`src/hdl/dnc_pkg.sv`:
```
// Shared constants, operation codes and control structs for the decimal number classifier.
// No dependencies; compiled first.
package dnc_pkg;

  // Default width of the value that is classified.
  localparam int VALUE_BITS_DEF = 32;

  // Port field widths.
  localparam int OP_W      = 3;
  localparam int NUMBER_W  = 32;
  localparam int VERDICT_W = 2;
  localparam int VALUE_W   = 34;
  localparam int COUNT_W   = 4;
  localparam int SUM_W     = 7;

  // Operation codes.
  localparam logic [OP_W-1:0] OP_PARITY     = 3'd1;
  localparam logic [OP_W-1:0] OP_PRIME      = 3'd2;
  localparam logic [OP_W-1:0] OP_PALINDROME = 3'd3;
  localparam logic [OP_W-1:0] OP_SIGN       = 3'd4;
  localparam logic [OP_W-1:0] OP_REVERSE    = 3'd5;
  localparam logic [OP_W-1:0] OP_DIGIT_SUM  = 3'd6;

  // Verdict codes.
  localparam logic [VERDICT_W-1:0] VERDICT_YES  = 2'd0;
  localparam logic [VERDICT_W-1:0] VERDICT_NO   = 2'd1;
  localparam logic [VERDICT_W-1:0] SIGN_ZERO    = 2'd0;
  localparam logic [VERDICT_W-1:0] SIGN_NEG     = 2'd1;
  localparam logic [VERDICT_W-1:0] SIGN_POS     = 2'd2;

  // Divisor for decimal digit extraction.
  localparam int RADIX = 10;

  // Reciprocal of ten: for any 32-bit value x, x / 10 equals (x * RECIP10) >> RECIP10_SHIFT.
  localparam logic [31:0] RECIP10       = 32'hCCCCCCCD;
  localparam int          RECIP10_SHIFT = 35;

  // Commands from the controller to the datapath.
  typedef struct packed {
    logic load;       // capture a new transaction
    logic div_start;  // launch a pass of the trial divider or the divide-by-ten unit
    logic step;       // fold the divider result into the working registers
    logic emit;       // move the finished result into the output register
  } dnc_cmd_t;

  // Status from the datapath to the controller.
  typedef struct packed {
    logic finished;   // no more divider passes are needed
    logic div_done;   // divider result is available
  } dnc_status_t;

endpackage

```
`src/hdl/dnc_divider.sv`:
```
// Iterative restoring unsigned divider, one quotient bit per cycle.
// Depends on nothing; used by dnc_datapath.
module dnc_divider #(
  parameter int W = 32
) (
  input  logic         clk,
  input  logic         rst,
  input  logic         start,
  input  logic [W-1:0] dividend,
  input  logic [W-1:0] divisor,
  output logic         done,
  output logic [W-1:0] remainder
);

  localparam int CW = (W > 1) ? $clog2(W) : 1;

  logic          busy;
  logic [CW-1:0] count;
  logic [W-1:0]  part;
  logic [W-1:0]  quot;
  logic [W:0]    shifted;
  logic [W:0]    diff;
  logic          fits;

  // One restoring step: shift in the next dividend bit and try a subtract.
  always_comb begin
    shifted = {part, quot[W-1]};
    diff    = shifted - {1'b0, divisor};
    fits    = (shifted >= {1'b0, divisor});
  end

  // Control: busy while the quotient bits are produced, then a single-cycle done pulse.
  always_ff @(posedge clk) begin
    if (rst) begin
      busy  <= 1'b0;
      done  <= 1'b0;
      count <= '0;
    end else begin
      done <= 1'b0;
      if (start) begin
        busy  <= 1'b1;
        count <= '0;
      end else if (busy) begin
        count <= count + 1'b1;
        if (count == CW'(W - 1)) begin
          busy <= 1'b0;
          done <= 1'b1;
        end
      end
    end
  end

  // Partial remainder and quotient shift register.
  always_ff @(posedge clk) begin
    if (start) begin
      part <= '0;
      quot <= dividend;
    end else if (busy) begin
      part <= fits ? diff[W-1:0] : shifted[W-1:0];
      quot <= {quot[W-2:0], fits};
    end
  end

  assign remainder = part;

endmodule

```
`src/hdl/dnc_datapath.sv`:
```
// Working registers, trial divider, divide-by-ten unit and result register of the classifier.
// Depends on dnc_pkg and dnc_divider; driven by dnc_controller commands.
module dnc_datapath
  import dnc_pkg::*;
#(
  parameter int VALUE_BITS = VALUE_BITS_DEF
) (
  input  logic                 clk,
  input  logic                 rst,
  input  dnc_cmd_t             cmd,
  output dnc_status_t          status,
  input  logic [OP_W-1:0]      operation,
  input  logic [NUMBER_W-1:0]  number,
  output logic [VERDICT_W-1:0] verdict,
  output logic [VALUE_W-1:0]   value_out,
  output logic [COUNT_W-1:0]   digit_count,
  output logic                 invalid_op
);

  localparam int VB = VALUE_BITS;

  logic [OP_W-1:0]    op;
  logic [VB-1:0]      n;
  logic [VB-1:0]      t;
  logic [VB-1:0]      d;
  logic [VB-1:0]      sq;
  logic [VALUE_W-1:0] rev;
  logic [COUNT_W-1:0] cnt;
  logic [SUM_W-1:0]   sum;
  logic               composite;

  logic               in_pos;
  logic               n_neg;
  logic               n_zero;
  logic               n_lt2;
  logic               div_start;
  logic               div_done;
  logic [VB-1:0]      rem;
  logic [3:0]         digit;

  logic               d10_start;
  logic               d10_done;
  logic [63:0]        d10_prod;
  logic [3:0]         d10_low;
  logic [63-RECIP10_SHIFT:0] d10_q;
  logic [3:0]         d10_q10_low;
  logic [VB-1:0]      d10_quot;

  // Sign tests on the input value and on the captured value.
  always_comb begin
    in_pos = !number[VB-1] && (number[VB-1:0] != '0);
    n_neg  = n[VB-1];
    n_zero = (n == '0);
    n_lt2  = n_neg || (n[VB-1:1] == '0);
  end

  // Trial division runs on the restoring divider, digit extraction on the divide-by-ten unit.
  assign div_start = cmd.div_start && (op == OP_PRIME);
  assign d10_start = cmd.div_start && (op != OP_PRIME);

  dnc_divider #(.W(VB)) u_divider (
    .clk       (clk),
    .rst       (rst),
    .start     (div_start),
    .dividend  (t),
    .divisor   (d),
    .done      (div_done),
    .remainder (rem)
  );

  // Divide by ten: the product with the reciprocal is registered and ready in the following cycle.
  always_ff @(posedge clk) begin
    if (rst) begin
      d10_done <= 1'b0;
    end else begin
      d10_done <= d10_start;
    end
  end

  always_ff @(posedge clk) begin
    if (d10_start) begin
      d10_prod <= {32'd0, 32'(t)} * {32'd0, RECIP10};
      d10_low  <= t[3:0];
    end
  end

  // The remainder is below ten, so the low four bits of t - 10q give the digit.
  always_comb begin
    d10_q       = d10_prod[63:RECIP10_SHIFT];
    d10_quot    = VB'(d10_q);
    d10_q10_low = {d10_q[0], 3'b000} + {d10_q[2:0], 1'b0};
    digit       = d10_low - d10_q10_low;
  end

  // Working registers: loaded per transaction, updated after each divider pass.
  always_ff @(posedge clk) begin
    if (cmd.load) begin
      op        <= operation;
      n         <= number[VB-1:0];
      t         <= in_pos ? number[VB-1:0] : '0;
      d         <= VB'(2);
      sq        <= VB'(4);
      rev       <= '0;
      cnt       <= '0;
      sum       <= '0;
      composite <= 1'b0;
    end else if (cmd.step) begin
      if (op == OP_PRIME) begin
        if (rem == '0) begin
          composite <= 1'b1;
        end else begin
          d  <= d + 1'b1;
          sq <= sq + {d[VB-2:0], 1'b0} + 1'b1;
        end
      end else begin
        t   <= d10_quot;
        rev <= {rev[VALUE_W-4:0], 3'b000} + {rev[VALUE_W-2:0], 1'b0}
               + {{(VALUE_W-4){1'b0}}, digit};
        sum <= sum + {{(SUM_W-4){1'b0}}, digit};
        cnt <= cnt + 1'b1;
      end
    end
  end

  // Tell the controller whether another divider pass is needed.
  always_comb begin
    status.div_done = (op == OP_PRIME) ? div_done : d10_done;
    case (op)
      OP_PRIME:                               status.finished = n_lt2 || composite || (sq > t);
      OP_PALINDROME, OP_REVERSE, OP_DIGIT_SUM: status.finished = (t == '0);
      default:                                status.finished = 1'b1;
    endcase
  end

  // Result register, loaded when the controller emits.
  always_ff @(posedge clk) begin
    if (cmd.emit) begin
      verdict     <= '0;
      value_out   <= '0;
      digit_count <= '0;
      invalid_op  <= 1'b0;
      case (op)
        OP_PARITY: begin
          verdict <= {1'b0, n[0]};
        end
        OP_PRIME: begin
          verdict <= (n_lt2 || composite) ? VERDICT_NO : VERDICT_YES;
        end
        OP_PALINDROME: begin
          verdict <= (!n_neg && (rev == VALUE_W'(n))) ? VERDICT_YES : VERDICT_NO;
        end
        OP_SIGN: begin
          verdict <= n_zero ? SIGN_ZERO : (n_neg ? SIGN_NEG : SIGN_POS);
        end
        OP_REVERSE: begin
          value_out   <= rev;
          digit_count <= cnt;
        end
        OP_DIGIT_SUM: begin
          value_out <= VALUE_W'(sum);
        end
        default: begin
          invalid_op <= 1'b1;
        end
      endcase
    end
  end

endmodule

```
`config.mk`:
```
export PLATFORM = sky130hd
export DESIGN_NAME = dnc_datapath
export DESIGN_NICKNAME = d
export VERILOG_FILES = /design/src/hdl/dnc_pkg.sv /design/src/hdl/dnc_divider.sv /design/src/hdl/dnc_datapath.sv
export SDC_FILE = /design/constraint.sdc
export NUM_CORES = 2
export LEC_CHECK = 0
export BUFFER_PORTS_ARGS = -buffer_cell sky130_fd_sc_hd__buf_2
export CAP_MARGIN = 20
export CORE_MARGIN = 4
export CORE_UTILIZATION = 60
export CTS_BUF_LIST = sky130_fd_sc_hd__clkbuf_4 sky130_fd_sc_hd__clkbuf_8 sky130_fd_sc_hd__clkbuf_16
export DETAILED_ROUTE_END_ITERATION = 8
export PLACE_DENSITY = 0.86
export SYNTH_ARGS = -nofsm -noshare
export SYNTH_HDL_FRONTEND = slang
export SYNTH_HIERARCHICAL = 1
export SYNTH_SLANG_ARGS = --single-unit
export TNS_END_PERCENT = 100
```
`constraint.sdc`:
```
create_clock -name clk -period 8.87 [get_ports clk]
set_input_delay 2.661 -clock clk [delete_from_list [all_inputs] [get_ports clk]]
set_output_delay 2.661 -clock clk [all_outputs]
set_load 0.005 [all_outputs]
```
==> results.tsv <==
metric	value	unit
f_max	121.0	MHz
CP arrival	8.57	ns
Avg WL per Cell	22.25	um
startpoint types	register	
WP data required	9.17	ns
H-tree levels	2	
initial DRC count	2612	
CTS Root Buffer Type	clkbuf_16	
Compound-Gate Fraction of Synth Area	11.87	%
endpoints failing setup	0	
Hold WC Path Type	register to register	
setup TNS	0	ns
slew margin rel.	25.47	%
slowest stage cell, crit path	edfxtp_1	
GP Congestion	1.079	
dpl hpwl	82.96	mm
sequential area share after synthesis	22.69	%
simple-gate share of the synthesized area	10.25	%
Clock Latency Late Sink	0.57	ns
Chip Height	253.4	um
CTS sink count	323	
status	finished clean	
Synth Flop Type	edfxtp_1	
yosys warns	6	
Post-CTS Hold Fix Bufs	0	
pre-CTS setup slack	0.6704	ns
mux contribution to synthesized area	1.382	%
die area	0.06421	mm^2
antenna violations before repair	3	
final hold violation count	0	
most common cell after layout, fill and taps aside	inv_1	
critical-path cell list	inv_1, ha_1, xor2_1, xor2_1, fa_1, fa_1, fa_1, fa_1, fa_1, inv_1, fa_1, inv_1, ha_1, nand3_1, nor2_1, nand2_1, o41ai_1, o31a_1, a31o_2, a31oi_4, o21ai_2, a21oi_1, xnor2_1	
crit end category	register	
cts bufs inserted	36	
Mean Syn Cell Area	9.717	um^2
distinct cell type count after synthesis	99	
post-synthesis cell count	3718	
Overflow after GRT	0	
main combinational cell family by area after synthesis	adder cells	
# IOs	84	
port bufs	83	
Placed Area	0.03735	mm^2
RSZ-0062 raised after global routing	false	
Vias	27880	
DRT antenna net count	0	
core box area	0.05935	mm^2
largest net degree at the start of global routing	64	
Max Cap Viol	0	
TritonCTS clock tree	built	
CP max stage delay	0.63	ns
clk_skew	0.02064	ns
Post-route DRC	0	
Tmin final	8.268	ns
critical path class	register to register	
Mapped Area	0.03613	mm^2
Overall Global Routing Usage	31.97	%
final worst setup slack	0.6022	ns
first-pass GRT wire length	159.0	mm
clk buf depth	3	
pins over their slew limit	0	
initial core utilization	60.87	%
Post-Route WL	101.8	mm
commonest non-fill, non-tap cells in the layout	inv_1 (716), ha_1 (531), fa_1 (391)	
DR pass1 iterations	8	
nets@finish	4735	
number of fill cells	4539	
Resized cells post-CTS	0	
period utilization	93.21	%
Post-synth ARST share	0	%
worst slew pin tran	1.118	ns
Rows	89	
share of layout cells above drive strength 1	6.396	%
area delta synth->final	6.815	%
Synthesized Nets	4681	
via/cell ratio	6.096	
Post-synth EDFFs	173	
post-synthesis adder-cell area fraction	40.08	%
cell mode on critical path	fa_1	
#FFs+latches synth	323	
post-synthesis xor/xnor area fraction	5.236	%
vias in the first global route	28500	
CP max FO	11	
setup repair bufs after CTS	0	
fin area	0.03859	mm^2
Die W	253.4	um
Clk pin slew, worst setup/hold paths	0.06	ns
[worst max-delay path, delay by kind of cell, from the launching register on]
family / cells / cell delay [ns]
AND/OR/NAND/NOR: 3 / 0.44
adder cells (fa/ha/maj): 8 / 4.07
AO/OA/AOI/OAI: 6 / 1.71
buffers and inverters: 3 / 0.22
XOR/XNOR: 3 / 0.94
flip-flops: 1 / 0.63
[per-stage QoR]
stage	instances	util, %	hold slack [ns]
floorplan	3718	-	0.4369
global placement	4505	62.90	0.4738
detailed placement	4506	62.94	0.4802
CTS	4571	64.99	0.4873
global route	4572	65.01	0.5101
finish	4574	65.02	0.4841
[synth_stat cells (5+ instances only)]
| cell | number | share of area [%] |
|---|---|---|
| inv_1 | 716 | 7.4 |
| ha_1 | 531 | 18 |
| fa_1 | 391 | 22 |
| nand2_1 | 238 | 2.5 |
| a21oi_1 | 220 | 3.0 |
| edfxtp_1 | 173 | 14 |
| nor2_1 | 173 | 1.8 |
| dfxtp_1 | 150 | 8.3 |
| xnor2_1 | 120 | 2.9 |
| a21o_1 | 101 | 2.1 |
| xor2_1 | 96 | 2.3 |
| clkbuf_1 | 74 | 0.77 |
| o21ai_0 | 69 | 0.96 |
| nand4_1 | 62 | 1.1 |
| and3_1 | 50 | 0.87 |
| nand3_1 | 48 | 0.66 |
| nor3_1 | 35 | 0.48 |
| a22o_1 | 34 | 0.82 |
| nor4_1 | 34 | 0.59 |
| a211oi_1 | 31 | 0.64 |
| mux2_2 | 31 | 0.97 |
| nor2b_1 | 26 | 0.45 |
| a31oi_1 | 22 | 0.38 |
| o21bai_1 | 20 | 0.42 |
| nand2b_1 | 18 | 0.31 |
| and2_1 | 16 | 0.28 |
| or3_1 | 16 | 0.28 |
| mux2i_1 | 15 | 0.42 |
| o21a_1 | 15 | 0.31 |
| o31ai_1 | 14 | 0.29 |
| o211ai_1 | 11 | 0.23 |
| a221oi_1 | 8 | 0.19 |
| a22oi_1 | 8 | 0.17 |
| o21ai_1 | 8 | 0.11 |
| or2_2 | 8 | 0.14 |
| buf_1 | 7 | 0.073 |
| buf_2 | 7 | 0.097 |
| a211o_1 | 6 | 0.15 |
| and4_1 | 6 | 0.15 |
| o221ai_1 | 6 | 0.15 |
| o31a_1 | 6 | 0.15 |
| a311oi_1 | 5 | 0.12 |
| o311ai_0 | 5 | 0.12 |
[sequential cells by signal, indices dropped and copies added (netlist names), 3 cells and up]
signal,count
u_divider/quot,32
cnt,4
d,32
value_out,34
t,32
rev,34
n,32
u_divider/count,5
digit_count,4
op,3
u_divider/remainder,32
d10_prod,31
sum,7
sq,32
[logic make-up after synthesis]
kind of cell	Yosys count
other	1
buffers and inverters	810
adders and majority gates	923
AOI/OAI and AO/OA	642
DFF	323
xor gates and xnor gates	216
muxes	46
and+or+nand+nor	757
[per-layer routing]
layer / share of wire (%) / wire [um] / track usage, %
met2: 44 / 44600 / 48.96
met3: 12 / 12100 / 10.12
met5: 0.011 / 11 / 0
met4: 5.6 / 5739 / 14.56
met1: 39 / 39340 / 41.76
[final timing paths]
kind | start | endpoint | slack [ns] | cells past startpoint
setup reg to reg | t[3] | d10_prod[59] | 0.60 | 23
hold reg to reg | sq[28] | sq[28] | 0.48 | 2
hold / removal | sq[28] | sq[28] | 0.48 | 2
setup / recovery | t[3] | d10_prod[59] | 0.60 | 23
[layout make-up]
cell class,count,area (um^2),share of cell area (%)
clock inverters,18,201.4,0.5220
diodes,2,5.005,0.01297
clock buffers,47,1020,2.642
multi-input cells,2585,24890,64.50
inverters,720,2703,7.003
well taps,773,967.2,2.506
flip-flops and latches,323,8198,21.24
repair buffers,106,606.8,1.572
Power is not shown: default switching activity piles up to over one toggle a cycle in this logic, so the estimate is an artifact.
