File: src/hdl/dnc_pkg.sv
// Shared constants, operation codes and control structs for the decimal number classifier.
// No dependencies; compiled first.
package dnc_pkg;

  // Default width of the value that is classified.
  localparam int VALUE_BITS_DEF = 32;

  // Port field widths.
  localparam int OP_W      = 3;
  localparam int NUMBER_W  = 32;
  localparam int VERDICT_W = 2;
  localparam int VALUE_W   = 34;
  localparam int COUNT_W   = 4;
  localparam int SUM_W     = 7;

  // Operation codes.
  localparam logic [OP_W-1:0] OP_PARITY     = 3'd1;
  localparam logic [OP_W-1:0] OP_PRIME      = 3'd2;
  localparam logic [OP_W-1:0] OP_PALINDROME = 3'd3;
  localparam logic [OP_W-1:0] OP_SIGN       = 3'd4;
  localparam logic [OP_W-1:0] OP_REVERSE    = 3'd5;
  localparam logic [OP_W-1:0] OP_DIGIT_SUM  = 3'd6;

  // Verdict codes.
  localparam logic [VERDICT_W-1:0] VERDICT_YES  = 2'd0;
  localparam logic [VERDICT_W-1:0] VERDICT_NO   = 2'd1;
  localparam logic [VERDICT_W-1:0] SIGN_ZERO    = 2'd0;
  localparam logic [VERDICT_W-1:0] SIGN_NEG     = 2'd1;
  localparam logic [VERDICT_W-1:0] SIGN_POS     = 2'd2;

  // Divisor for decimal digit extraction.
  localparam int RADIX = 10;

  // Reciprocal of ten: for any 32-bit value x, x / 10 equals (x * RECIP10) >> RECIP10_SHIFT.
  localparam logic [31:0] RECIP10       = 32'hCCCCCCCD;
  localparam int          RECIP10_SHIFT = 35;

  // Commands from the controller to the datapath.
  typedef struct packed {
    logic load;       // capture a new transaction
    logic div_start;  // launch a pass of the trial divider or the divide-by-ten unit
    logic step;       // fold the divider result into the working registers
    logic emit;       // move the finished result into the output register
  } dnc_cmd_t;

  // Status from the datapath to the controller.
  typedef struct packed {
    logic finished;   // no more divider passes are needed
    logic div_done;   // divider result is available
  } dnc_status_t;

endpackage

File: src/hdl/dnc_controller.sv
// Sequencing state machine and handshake control for the classifier.
// Depends on dnc_pkg; drives dnc_datapath through command and status structs.
module dnc_controller
  import dnc_pkg::*;
(
  input  logic        clk,
  input  logic        rst,
  input  logic        in_valid,
  output logic        in_ready,
  output logic        out_valid,
  input  logic        out_ready,
  input  dnc_status_t status,
  output dnc_cmd_t    cmd
);

  typedef enum logic [3:0] {
    S_IDLE     = 4'b0001,
    S_CLASSIFY = 4'b0010,
    S_DIV      = 4'b0100,
    S_FINISH   = 4'b1000
  } state_t;

  state_t state;
  state_t state_next;
  logic   out_free;

  assign in_ready = (state == S_IDLE);
  assign out_free = !out_valid || out_ready;

  // Next state and commands.
  always_comb begin
    state_next    = state;
    cmd           = '0;
    cmd.load      = 1'b0;
    case (state)
      S_IDLE: begin
        if (in_valid) begin
          cmd.load   = 1'b1;
          state_next = S_CLASSIFY;
        end
      end
      S_CLASSIFY: begin
        if (status.finished) begin
          state_next = S_FINISH;
        end else begin
          cmd.div_start = 1'b1;
          state_next    = S_DIV;
        end
      end
      S_DIV: begin
        if (status.div_done) begin
          cmd.step   = 1'b1;
          state_next = S_CLASSIFY;
        end
      end
      S_FINISH: begin
        if (out_free) begin
          cmd.emit   = 1'b1;
          state_next = S_IDLE;
        end
      end
      default: begin
        state_next = S_IDLE;
      end
    endcase
  end

  // State register.
  always_ff @(posedge clk) begin
    if (rst) begin
      state <= S_IDLE;
    end else begin
      state <= state_next;
    end
  end

  // Output valid: set on emit, cleared when the result transaction completes.
  always_ff @(posedge clk) begin
    if (rst) begin
      out_valid <= 1'b0;
    end else if (cmd.emit) begin
      out_valid <= 1'b1;
    end else if (out_ready) begin
      out_valid <= 1'b0;
    end
  end

endmodule

File: config.mk
export PLATFORM = sky130hd
export DESIGN_NAME = dnc_controller
export DESIGN_NICKNAME = d
export VERILOG_FILES = /design/src/hdl/dnc_pkg.sv /design/src/hdl/dnc_controller.sv
export SDC_FILE = /design/constraint.sdc
export NUM_CORES = 1
export LEC_CHECK = 0
export BUFFER_PORTS_ARGS = -buffer_cell sky130_fd_sc_hd__buf_2
export CAP_MARGIN = 40
export CORE_AREA = 8 8 45 47
export CTS_BUF_LIST = sky130_fd_sc_hd__clkbuf_4 sky130_fd_sc_hd__clkbuf_8 sky130_fd_sc_hd__clkbuf_16
export DETAILED_ROUTE_END_ITERATION = 16
export DIE_AREA = 0 0 53 55
export PLACE_DENSITY = 0.5
export SETUP_SLACK_MARGIN = 0.1
export SLEW_MARGIN = 20
export SYNTH_ARGS = -nofsm -noshare
export SYNTH_HDL_FRONTEND = slang
export SYNTH_SLANG_ARGS = --single-unit
File: constraint.sdc
create_clock -name clk -period 2.8 [get_ports clk]
set_input_delay 0.7 -clock clk [delete_from_list [all_inputs] [get_ports clk]]
set_output_delay 0.7 -clock clk [all_outputs]
set_load 0.1 [all_outputs]
==> results of run 1 <==
[logic make-up after synthesis]
| group | after synthesis | synth area share |
|---|---|---|
| compound gates | 6 | 0.149 |
| xor+xnor | 1 | 0.0268 |
| buf+inv | 5 | 0.119 |
| flops | 5 | 0.307 |
| simple gates | 20 | 0.398 |
[stage by stage]
step,cell area (um2),instances,setup slack (ns)
final,424,64,0.321
after global routing,424,64,0.195
after CTS,424,64,0.295
after detailed placement,394,60,0.548
after global placement,394,60,0.546
after floorplan,360,37,-0.0561
[layout by cell type (no fill, tap or decap), drive strengths merged]
master   instances
a21oi            2
and2             1
nor2             4
o21ai            1
clkbuf           4
a221o            1
nor3             2
nand2            3
or3b             1
buf             11
a2111oi          2
nor2b            2
nor4b            2
xor2             1
nand3b           3
dfxtp            5
nand3            1
inv              1
nor4             1
[state kept, by name, summed over array words and instances (netlist names)]
| name | cells |
|---|---|
| out_valid | 1 |
| state | 4 |
[critical path, delay by kind of cell, from the launching register on]
| family | cells | cell delay (ns) |
|---|---|---|
| buffers and inverters | 1 | 0.41 |
| flip-flops | 1 | 0.58 |
| AND/OR/NAND/NOR | 2 | 0.53 |
[layer usage]
layer  track usage  share of wire  routed length [um]
met1        0.0608           0.40                 315
met2        0.0996           0.52                 409
met3        0.0241          0.067                  53
met4        0.0776          0.013                  10
met5             0              0                   0
[cells in the mapped netlist, types with 2 or more instances]
cell type	n
sky130_fd_sc_hd__nor3_1	2
sky130_fd_sc_hd__nand2_1	3
sky130_fd_sc_hd__nor2_1	4
sky130_fd_sc_hd__a21oi_1	2
sky130_fd_sc_hd__nand3b_1	3
sky130_fd_sc_hd__nor2b_1	2
sky130_fd_sc_hd__buf_6	2
sky130_fd_sc_hd__dfxtp_1	5
[final timing paths]
kind,start,endpoint,slack [ns],depth (start not counted)
max,state[0],cmd[3],0.32,3
min,out_valid,out_valid,0.68,3
max reg2reg,state[0],state[0],1.37,3
min reg2reg,out_valid,out_valid,0.68,3
[layout make-up]
type                       count  share of cell area
clock buffer                   4              0.0708
inverter                       1             0.00885
multi-input combinational     27               0.507
sequential                     5               0.236
tap                           16              0.0472
timing repair buffer          11               0.130
[power by group]
part	leakage, nW	switching [W]	internal [W]
registers	0.0408	0.0000114	0.0000749
logic	0.113	0.0000469	0.0000187
clock network	0.0184	0.0000296	0.0000635
total	0.173	0.0000879	0.000157
==> results.md, run 1 <==
- Total global routing track utilization: 0.0645
- Final total power: 0.000245 W
- Worst slew margin relative to its limit: 0.674
- Outcome: complete, no violations
- Proportion of synthesized chip area in sequential cells: 0.307
- Footprint of the flip-flops and latches: 100 um2
- Wire length after detailed routing: 789 um
- Area of the multi-input gates: 215 um2
- H-Tree Level Count: 1
- Critical Path Fanout Max: 10
- Slowest stage cell on the critical path: sky130_fd_sc_hd__dfxtp_1
- Share of the synthesized area in the top cell type: 0.307
- Total number of clock tree sinks: 5
- Synth async-reset ratio: 0
- Fin. Hold Viols: 0
- First-pass detailed-route iteration total: 4
- Resize count post-CTS: 0
- Fraction of final layout cells sized beyond drive strength 1: 0.438
- Post-route DRC: 0
- Instance count of the mapped netlist: 37
- Final weighted congestion of routability-driven global placement: 0.706
- Number of nets at the end of the flow: 55
- Width of the die: 53 um
- Max Slew Vio Count: 0
- Setup-failing EPs final: 0
- Maximum achievable frequency: 403 MHz
- Class of the worst hold path: reg -> reg
- Average wire length per cell after detail routing: 12.3 um
- Worst hold slack across all endpoints: 0.679 ns
- Ports: 12
- Via count of the first global-routing pass: 302
- Reported max-cap violation count: 0
- Number of buffers inserted for hold repair after clock tree synthesis: 0
- Register bit total from synthesis: 5
- CTS Root Cell: sky130_fd_sc_hd__clkbuf_4
- DP HPWL: 547 um
- Core footprint: 1380 um2
- Initial standard-cell utilization of the core: 0.236
- CP Data Arrival Time: 1.78 ns
- EDFF count, synth: 0
- Filler cell count in the final layout: 155
- Global-route wire length before repair: 1310 um
- Power density over the cells: 578 nW/um2
- Critical Path, Cell by Cell: nor4b_4 > and2_4 > buf_2
- Mapped cell area: 327 um2
- Largest stage delay on the critical path: 0.58 ns
- Category of the critical setup timing path: reg -> out
- Leak Pwr: 0.173 nW
- Antenna diode instance count: 0
- YS warnings: 0
- Share of the cycle needed by the critical path after routing: 0.885
- Maximum number of pins on one net before global-route repair: 11
- Clock skew after layout: 0.00381 ns
- Unrepaired setup endpoints after global routing: false
- Utilization after layout: 0.307
- Post-Syn Area per Cell: 8.83 um2
- Initial antenna violation count: 0
- Via density per instance: 4.77
- Synth unique cells: 22
- Setup_tns: 0 ns
- Buffer depth of the longest clock path: 2
- Critical path endpoint category: primary output
- Initial detailed-routing violation count: 4
- TritonCTS clock tree: yes
- Total die area: 2920 um2
- Worst Tran Pin Value: 0.493 ns
- Sort of element at the start of the critical path: flip-flop
- Main area contributors after synthesis: sky130_fd_sc_hd__dfxtp_1 (31%), sky130_fd_sc_hd__nor4b_4 (7.3%), sky130_fd_sc_hd__buf_6 (6.9%), sky130_fd_sc_hd__nand3b_1 (6.9%), sky130_fd_sc_hd__a2111oi_2 (4.6%)
- Register clock-pin slew on the reported worst setup and hold paths: 0.04 ns
- Standard-cell rows: 14
- Layout overhead on the synthesized area: 29.9%
- Most used flip-flop cell after synthesis: sky130_fd_sc_hd__dfxtp_1
- Buffers on Ports: 11
- Source-to-sink clock delay at the later pin of the worst-skew pair: 0.24 ns
- Post-synthesis cell type with the largest combined area: sky130_fd_sc_hd__dfxtp_1
- Clock buffers created by TritonCTS: 3
- Die H: 55 um
- Minimum clock period after layout: 2.48 ns
- Total number of vias: 305
- Max rail drop VDD: 0.000176 V
- Post-route ant nets: 0
- Synth Net Count: 43
- Post-CTS setup-driven buffer insertion count: 0
- Total gr overflow: 0
- Required time of the critical path: 2.10 ns
(Power assumes the default switching activity.)
==> inputs of run 2 (changes only) <==
- CTS_BUF_LIST: sky130_fd_sc_hd__clkbuf_4 sky130_fd_sc_hd__clkbuf_8 sky130_fd_sc_hd__clkbuf_16 -> sky130_fd_sc_hd__clkbuf_16
==> results.md, run 2 (synthesis gave the netlist of run 1 again) <==
- Number of flip-flops under the largest register name: 4 (unchanged)
- Ports: 12 (unchanged)
- Number of buffers inserted for hold repair after clock tree synthesis: 0 (unchanged)
- Worst Setup EP: cmd[3]
- Worst r2r src: state[0]
- Category of the critical setup timing path: reg -> out
- Total die area: 2920 um2 (unchanged)
- Unrepaired setup endpoints after global routing: false
- Post-route ant nets: 0 (unchanged)
- Total number of vias: 293 (-3.9%)
- Register name with the most flops: state
- Source-to-sink clock delay at the later pin of the worst-skew pair: 0.23 ns (about the same)
- Critical path endpoint category: primary output
- Outcome: complete, no violations
- Filler cell count in the final layout: 153 (-1.3%)
- Leak Pwr: 0.197 nW (+14%)
- Worst slew margin relative to its limit: 0.674 (about the same)
- Die H: 55 um (unchanged)
- Via density per instance: 4.58 (-3.9%)
- Width of the die: 53 um (unchanged)
- Reported max-cap violation count: 0 (unchanged)
- Setup-failing EPs final: 0 (unchanged)
- Buffer depth of the longest clock path: 2 (unchanged)
- Initial antenna violation count: 0 (unchanged)
- Final weighted congestion of routability-driven global placement: 0.706 (unchanged)
- Wire length after detailed routing: 771 um (-2.3%)
- Post-route DRC: 0 (unchanged)
- Fraction of final layout cells sized beyond drive strength 1: 0.417 (-0.0208)
- Via count of the first global-routing pass: 294 (-2.6%)
- CP Data Arrival Time: 1.76 ns (-0.02 ns)
- Global-route wire length before repair: 1280 um (-2.1%)
- CTS Root Cell: sky130_fd_sc_hd__clkbuf_16
- Worst hold slack across all endpoints: 0.668 ns (-0.0115 ns)
- Cell area after placement: 394 um2 (unchanged)
- DP HPWL: 547 um (unchanged)
- Share of the cycle needed by the critical path after routing: 0.877 (-0.00815)
- Number of nets at the end of the flow: 55 (unchanged)
- Average wire length per cell after detail routing: 12.0 um (-2.3%)
- Total number of clock tree sinks: 5 (unchanged)
- Clock skew after layout: 0.00161 ns (-0.00220 ns)
- Utilization after layout: 0.342 (+0.0353)
- Initial standard-cell utilization of the core: 0.236 (unchanged)
- H-Tree Level Count: 1 (unchanged)
- Sort of element at the start of the critical path: flip-flop
- Antenna diode instance count: 0 (unchanged)
- Finished layout cell area: 473 um2 (+12%)
- Critical Path Fanout Max: 10 (unchanged)
- Register clock-pin slew on the reported worst setup and hold paths: 0.03 ns (about the same)
- TritonCTS clock tree: yes
- Layout overhead on the synthesized area: 44.8%
- Maximum achievable frequency: 407 MHz (+0.93%)
- Worst Tran Pin Value: 0.493 ns (+0.000252 ns)
- Core footprint: 1380 um2 (unchanged)
- Max rail drop VDD: 0.000181 V (+2.8%)
- Maximum number of pins on one net before global-route repair: 11 (unchanged)
- Critical register-to-register path endpoint: state[0]
- Fin. Hold Viols: 0 (unchanged)
- Minimum clock period after layout: 2.46 ns (-0.0228 ns)
- Post-CTS setup-driven buffer insertion count: 0 (unchanged)
- Crit path from: state[0]
- Most frequent standard cell in the layout excluding fill and tap cells: sky130_fd_sc_hd__buf_2
- Buffers on Ports: 11 (unchanged)
- Class of the worst hold path: reg -> reg
- Total gr overflow: 0 (unchanged)
- Most frequent cells in the layout: sky130_fd_sc_hd__buf_2 (11), sky130_fd_sc_hd__dfxtp_1 (5), sky130_fd_sc_hd__nor2_1 (4)
- First-pass detailed-route iteration total: 4 (unchanged)
- Standard-cell rows: 14 (unchanged)
- Clock buffers created by TritonCTS: 3 (unchanged)
- Resize count post-CTS: 0 (unchanged)
- Worst Reg2Reg Path Length in Cells: 3 (unchanged)
- Initial detailed-routing violation count: 2 (-2)
- Power density over the cells: 815 nW/um2 (+41%)
- Max Slew Vio Count: 0 (unchanged)
- Total global routing track utilization: 0.0601 (-0.00437)
- Minimum setup slack among reg-to-reg paths: 1.38 ns (about the same)
- Required time of the critical path: 2.10 ns (about the same)
- Registers with the most flip-flops: state x4, out_valid x1
## run 2: changes by cell type in the layout (fill, tap and decap cells not counted), sizes merged
cell / previous run / this run
clkbuf: 4 / 3
inv: 1 / 2
## run 2: stage by stage
| step | std cells | setup slack, ns | power [W] | TNS, ns |
|---|---|---|---|---|
| 3_3_place_gp | 60 | 0.546 | 0.000154 | 0 |
| 2_1_floorplan | 37 | -0.0561 | 0.000146 | -0.0641 |
| 4_1_cts | 64 | 0.323 | 0.000388 | 0 |
| 3_5_place_dp | 60 | 0.548 | 0.000154 | 0 |
| 5_1_grt | 64 | 0.222 | 0.000400 | 0 |
| 6_report | 64 | 0.344 | 0.000386 | 0 |
## run 2: worst max-delay path, stage by stage (launching register included)
cell	delay, ns
sky130_fd_sc_hd__dfxtp_1	0.57
sky130_fd_sc_hd__nor4b_4	0.34
sky130_fd_sc_hd__and2_4	0.19
sky130_fd_sc_hd__buf_2	0.42
## run 2: final cells by class
cell class	instances	area, um2	area share
Multi-Input combinational cell	27	215	0.455
Sequential cell	5	100	0.212
Clock buffer	3	75.1	0.159
Timing Repair Buffer	11	55.1	0.116
Tap cell	16	20.0	0.0423
Clock inverter	1	3.75	0.00794
Inverter	1	3.75	0.00794
## run 2: how the worst min path moves through the flow
stage	startpoint	end	slack (ns)	cells after the start
4_1_cts	out_valid	out_valid	0.67	3
3_3_place_gp	out_valid	out_valid	0.67	3
3_5_place_dp	out_valid	out_valid	0.66	3
5_1_grt	rst	state[2]	0.71	2
2_1_floorplan	state[2]	state[3]	0.53	2
6_report	out_valid	out_valid	0.67	3
## run 2: power breakdown
group	switching (W)	internal, W
Combinational	0.0000470	0.0000187
Sequential	0.0000113	0.0000751
Clock	0.0000483	0.000185
Total	0.000107	0.000279
## run 2: per-layer routing
metal  GRT usage  up-vias  wire, um
met5           0        -         0
met2      0.0957        7       371
met3      0.0321        2        54
met4      0.0388        0        26
met1      0.0608      132       318
li1            -      152         -
==> inputs of run 3 (changes only) <==
- BUFFER_PORTS_ARGS: -buffer_cell sky130_fd_sc_hd__buf_2 -> -buffer_cell sky130_fd_sc_hd__buf_4
==> results.md, run 3 (synthesis gave the netlist of run 1 again) <==
- Maximum achievable frequency: 427 MHz (+4.9%)
- Fraction of final layout cells sized beyond drive strength 1: 0.417 (unchanged)
- Footprint of the flip-flops and latches: 100 um2 (unchanged)
- Part of the power in combinational logic: 0.180 (+0.010)
- TritonCTS clock tree: yes
- Setup-failing EPs final: 0 (unchanged)
- H-Tree Level Count: 1 (unchanged)
- Category of the critical setup timing path: reg -> out
- Unrepaired setup endpoints after global routing: false
- Number of buffers inserted for hold repair after clock tree synthesis: 0 (unchanged)
- Critical register-to-register path endpoint: state[0]
- Buffers on Ports: 11 (unchanged)
- Resize count post-CTS: 0 (unchanged)
- Registers with the most flip-flops: state x4, out_valid x1
- Post-route DRC: 0 (unchanged)
- Width of the die: 53 um (unchanged)
- Setup_tns: 0 ns (unchanged)
- Worst hold slack across all endpoints: 0.670 ns (+0.00206 ns)
- Total number of vias: 304 (+3.8%)
- Sort of element at the start of the critical path: flip-flop
- Share of the cycle needed by the critical path after routing: 0.836 (-0.0407)
- Initial detailed-routing violation count: 2 (unchanged)
- Initial antenna violation count: 0 (unchanged)
- Maximum number of pins on one net before global-route repair: 11 (unchanged)
- Fraction of power consumed by sequential logic: 0.222 (-0.002)
- Setup WS pre-CTS: 0.670 ns (+0.122 ns)
- Outcome: complete, no violations
- Standard-cell rows: 14 (unchanged)
- Area of the multi-input gates: 215 um2 (unchanged)
- Buffer depth of the longest clock path: 2 (unchanged)
- CP Data Arrival Time: 1.64 ns (-0.12 ns)
- Max rail drop VDD: 0.000185 V (+1.9%)
- Max Slew Vio Count: 0 (unchanged)
- Ports: 12 (unchanged)
- Leak Pwr: 0.202 nW (+2.8%)
- Register name with the most flops: state
- Required time of the critical path: 2.10 ns (about the same)
- Layout overhead on the synthesized area: 53.3%
- Post-route ant nets: 0 (unchanged)
- Worst Slack Setup Final: 0.458 ns (+0.114 ns)
- Number of nets at the end of the flow: 55 (unchanged)
- Critical Path Fanout Max: 10 (unchanged)
- Number of flip-flops under the largest register name: 4 (unchanged)
- Worst r2r src: state[0]
- Source-to-sink clock delay at the later pin of the worst-skew pair: 0.23 ns (about the same)
- Minimum clock period after layout: 2.34 ns (-0.114 ns)
- Core footprint: 1380 um2 (unchanged)
- Die H: 55 um (unchanged)
- Total gr overflow: 0 (unchanged)
- Worst Tran Pin Value: 0.494 ns (+0.000994 ns)
- Reported max-cap violation count: 0 (unchanged)
- Switching power of the nets: 0.000107 W (about the same)
- Total die area: 2920 um2 (unchanged)
- Fin. Hold Viols: 0 (unchanged)
- DP HPWL: 569 um (+4.1%)
- Class of the worst hold path: reg -> reg
- Total global routing track utilization: 0.0666 (+0.00652)
- Utilization after layout: 0.362 (+0.0199)
- Part of the total power dissipated in the clock network: 0.597 (-0.008)
- Register clock-pin slew on the reported worst setup and hold paths: 0.03 ns (about the same)
- Number of cells traversed by the worst hold path: 3 (unchanged)
- Hold worst-path end: out_valid
- Critical path endpoint category: primary output
- Share of total power consumed by net switching: 0.273 (-0.00346)
- Power density over the cells: 779 nW/um2 (-4.4%)
- Via count of the first global-routing pass: 292 (-0.68%)
- Start point of the worst hold path: out_valid
- CTS Root Cell: sky130_fd_sc_hd__clkbuf_16
- Most frequent cells in the layout: sky130_fd_sc_hd__buf_4 (11), sky130_fd_sc_hd__dfxtp_1 (5), sky130_fd_sc_hd__nor2_1 (4)
- Initial standard-cell utilization of the core: 0.236 (unchanged)
- Average wire length per cell after detail routing: 12.5 um (+4.2%)
- Global-route wire length before repair: 1330 um (+3.7%)
- Via density per instance: 4.75 (+3.8%)
- Minimum setup slack among reg-to-reg paths: 1.36 ns (-0.02 ns)
- Design internal power: 0.000284 W (+1.7%)
- Filler cell count in the final layout: 144 (-5.9%)
- Final weighted congestion of routability-driven global placement: 0.727 (+3.0%)
- Clock buffers created by TritonCTS: 3 (unchanged)
- Wire length after detailed routing: 803 um (+4.2%)
- Post-CTS setup-driven buffer insertion count: 0 (unchanged)
- Worst slew margin relative to its limit: 0.670 (-0.00337)
- First-pass detailed-route iteration total: 4 (unchanged)
- Clock skew after layout: 0.00163 ns (+0.0000176 ns)
- Worst Reg2Reg Path Length in Cells: 3 (unchanged)
- Total number of clock tree sinks: 5 (unchanged)
- Most frequent standard cell in the layout excluding fill and tap cells: sky130_fd_sc_hd__buf_4
- Antenna diode instance count: 0 (unchanged)
run 3: how the worst max path moves through the flow:
stage                    from  endpoint  slack [ns]  cells past startpoint
finish               state[0]    cmd[3]        0.46                      3
global route         state[0]    cmd[3]        0.35                      3
CTS                  state[0]    cmd[3]        0.43                      3
detailed placement  status[1]    cmd[2]        0.67                      5
global placement     state[0]    cmd[3]        0.66                      3
floorplan           out_valid    cmd[0]       -0.06                      2
run 3: critical path, cell delays in order, from the launching register on:
cell and delay, ns:
sky130_fd_sc_hd__dfxtp_1 0.58, sky130_fd_sc_hd__nor4b_4 0.35, sky130_fd_sc_hd__and2_4 0.20, sky130_fd_sc_hd__buf_4 0.28
run 3: power by group through the flow:
stage / Sequential (W) / Clock (W) / Combinational (W)
floorplan: 0.0000772 / 0 / 0.0000689
global placement: 0.0000882 / 0 / 0.0000711
global route: 0.0000878 / 0.000243 / 0.0000751
CTS: 0.0000869 / 0.000236 / 0.0000711
finish: 0.0000867 / 0.000233 / 0.0000703
detailed placement: 0.0000880 / 0 / 0.0000709
run 3: stage by stage:
step                      instances  power, W  area, um2
after floorplan                  37  0.000146        360
after global placement           60  0.000159        422
after detailed placement         60  0.000159        422
after CTS                        64  0.000394        500
after global routing             64  0.000406        500
final                            64  0.000390        500
run 3: cell type report:
type | count | share of cell area
inverter | 1 | 0.00750
sequential | 5 | 0.200
timing repair buffer | 11 | 0.165
clock inverter | 1 | 0.00750
multi-input combinational | 27 | 0.430
clock buffer | 3 | 0.150
tap | 16 | 0.0400
run 3: metal layers:
layer	vias to the layer above	track usage	part of all wire
met5	-	0	0
met4	0	0.0905	0.036
met3	3	0.0294	0.061
met2	7	0.0820	0.50
met1	141	0.0728	0.40
li1	153	-	-
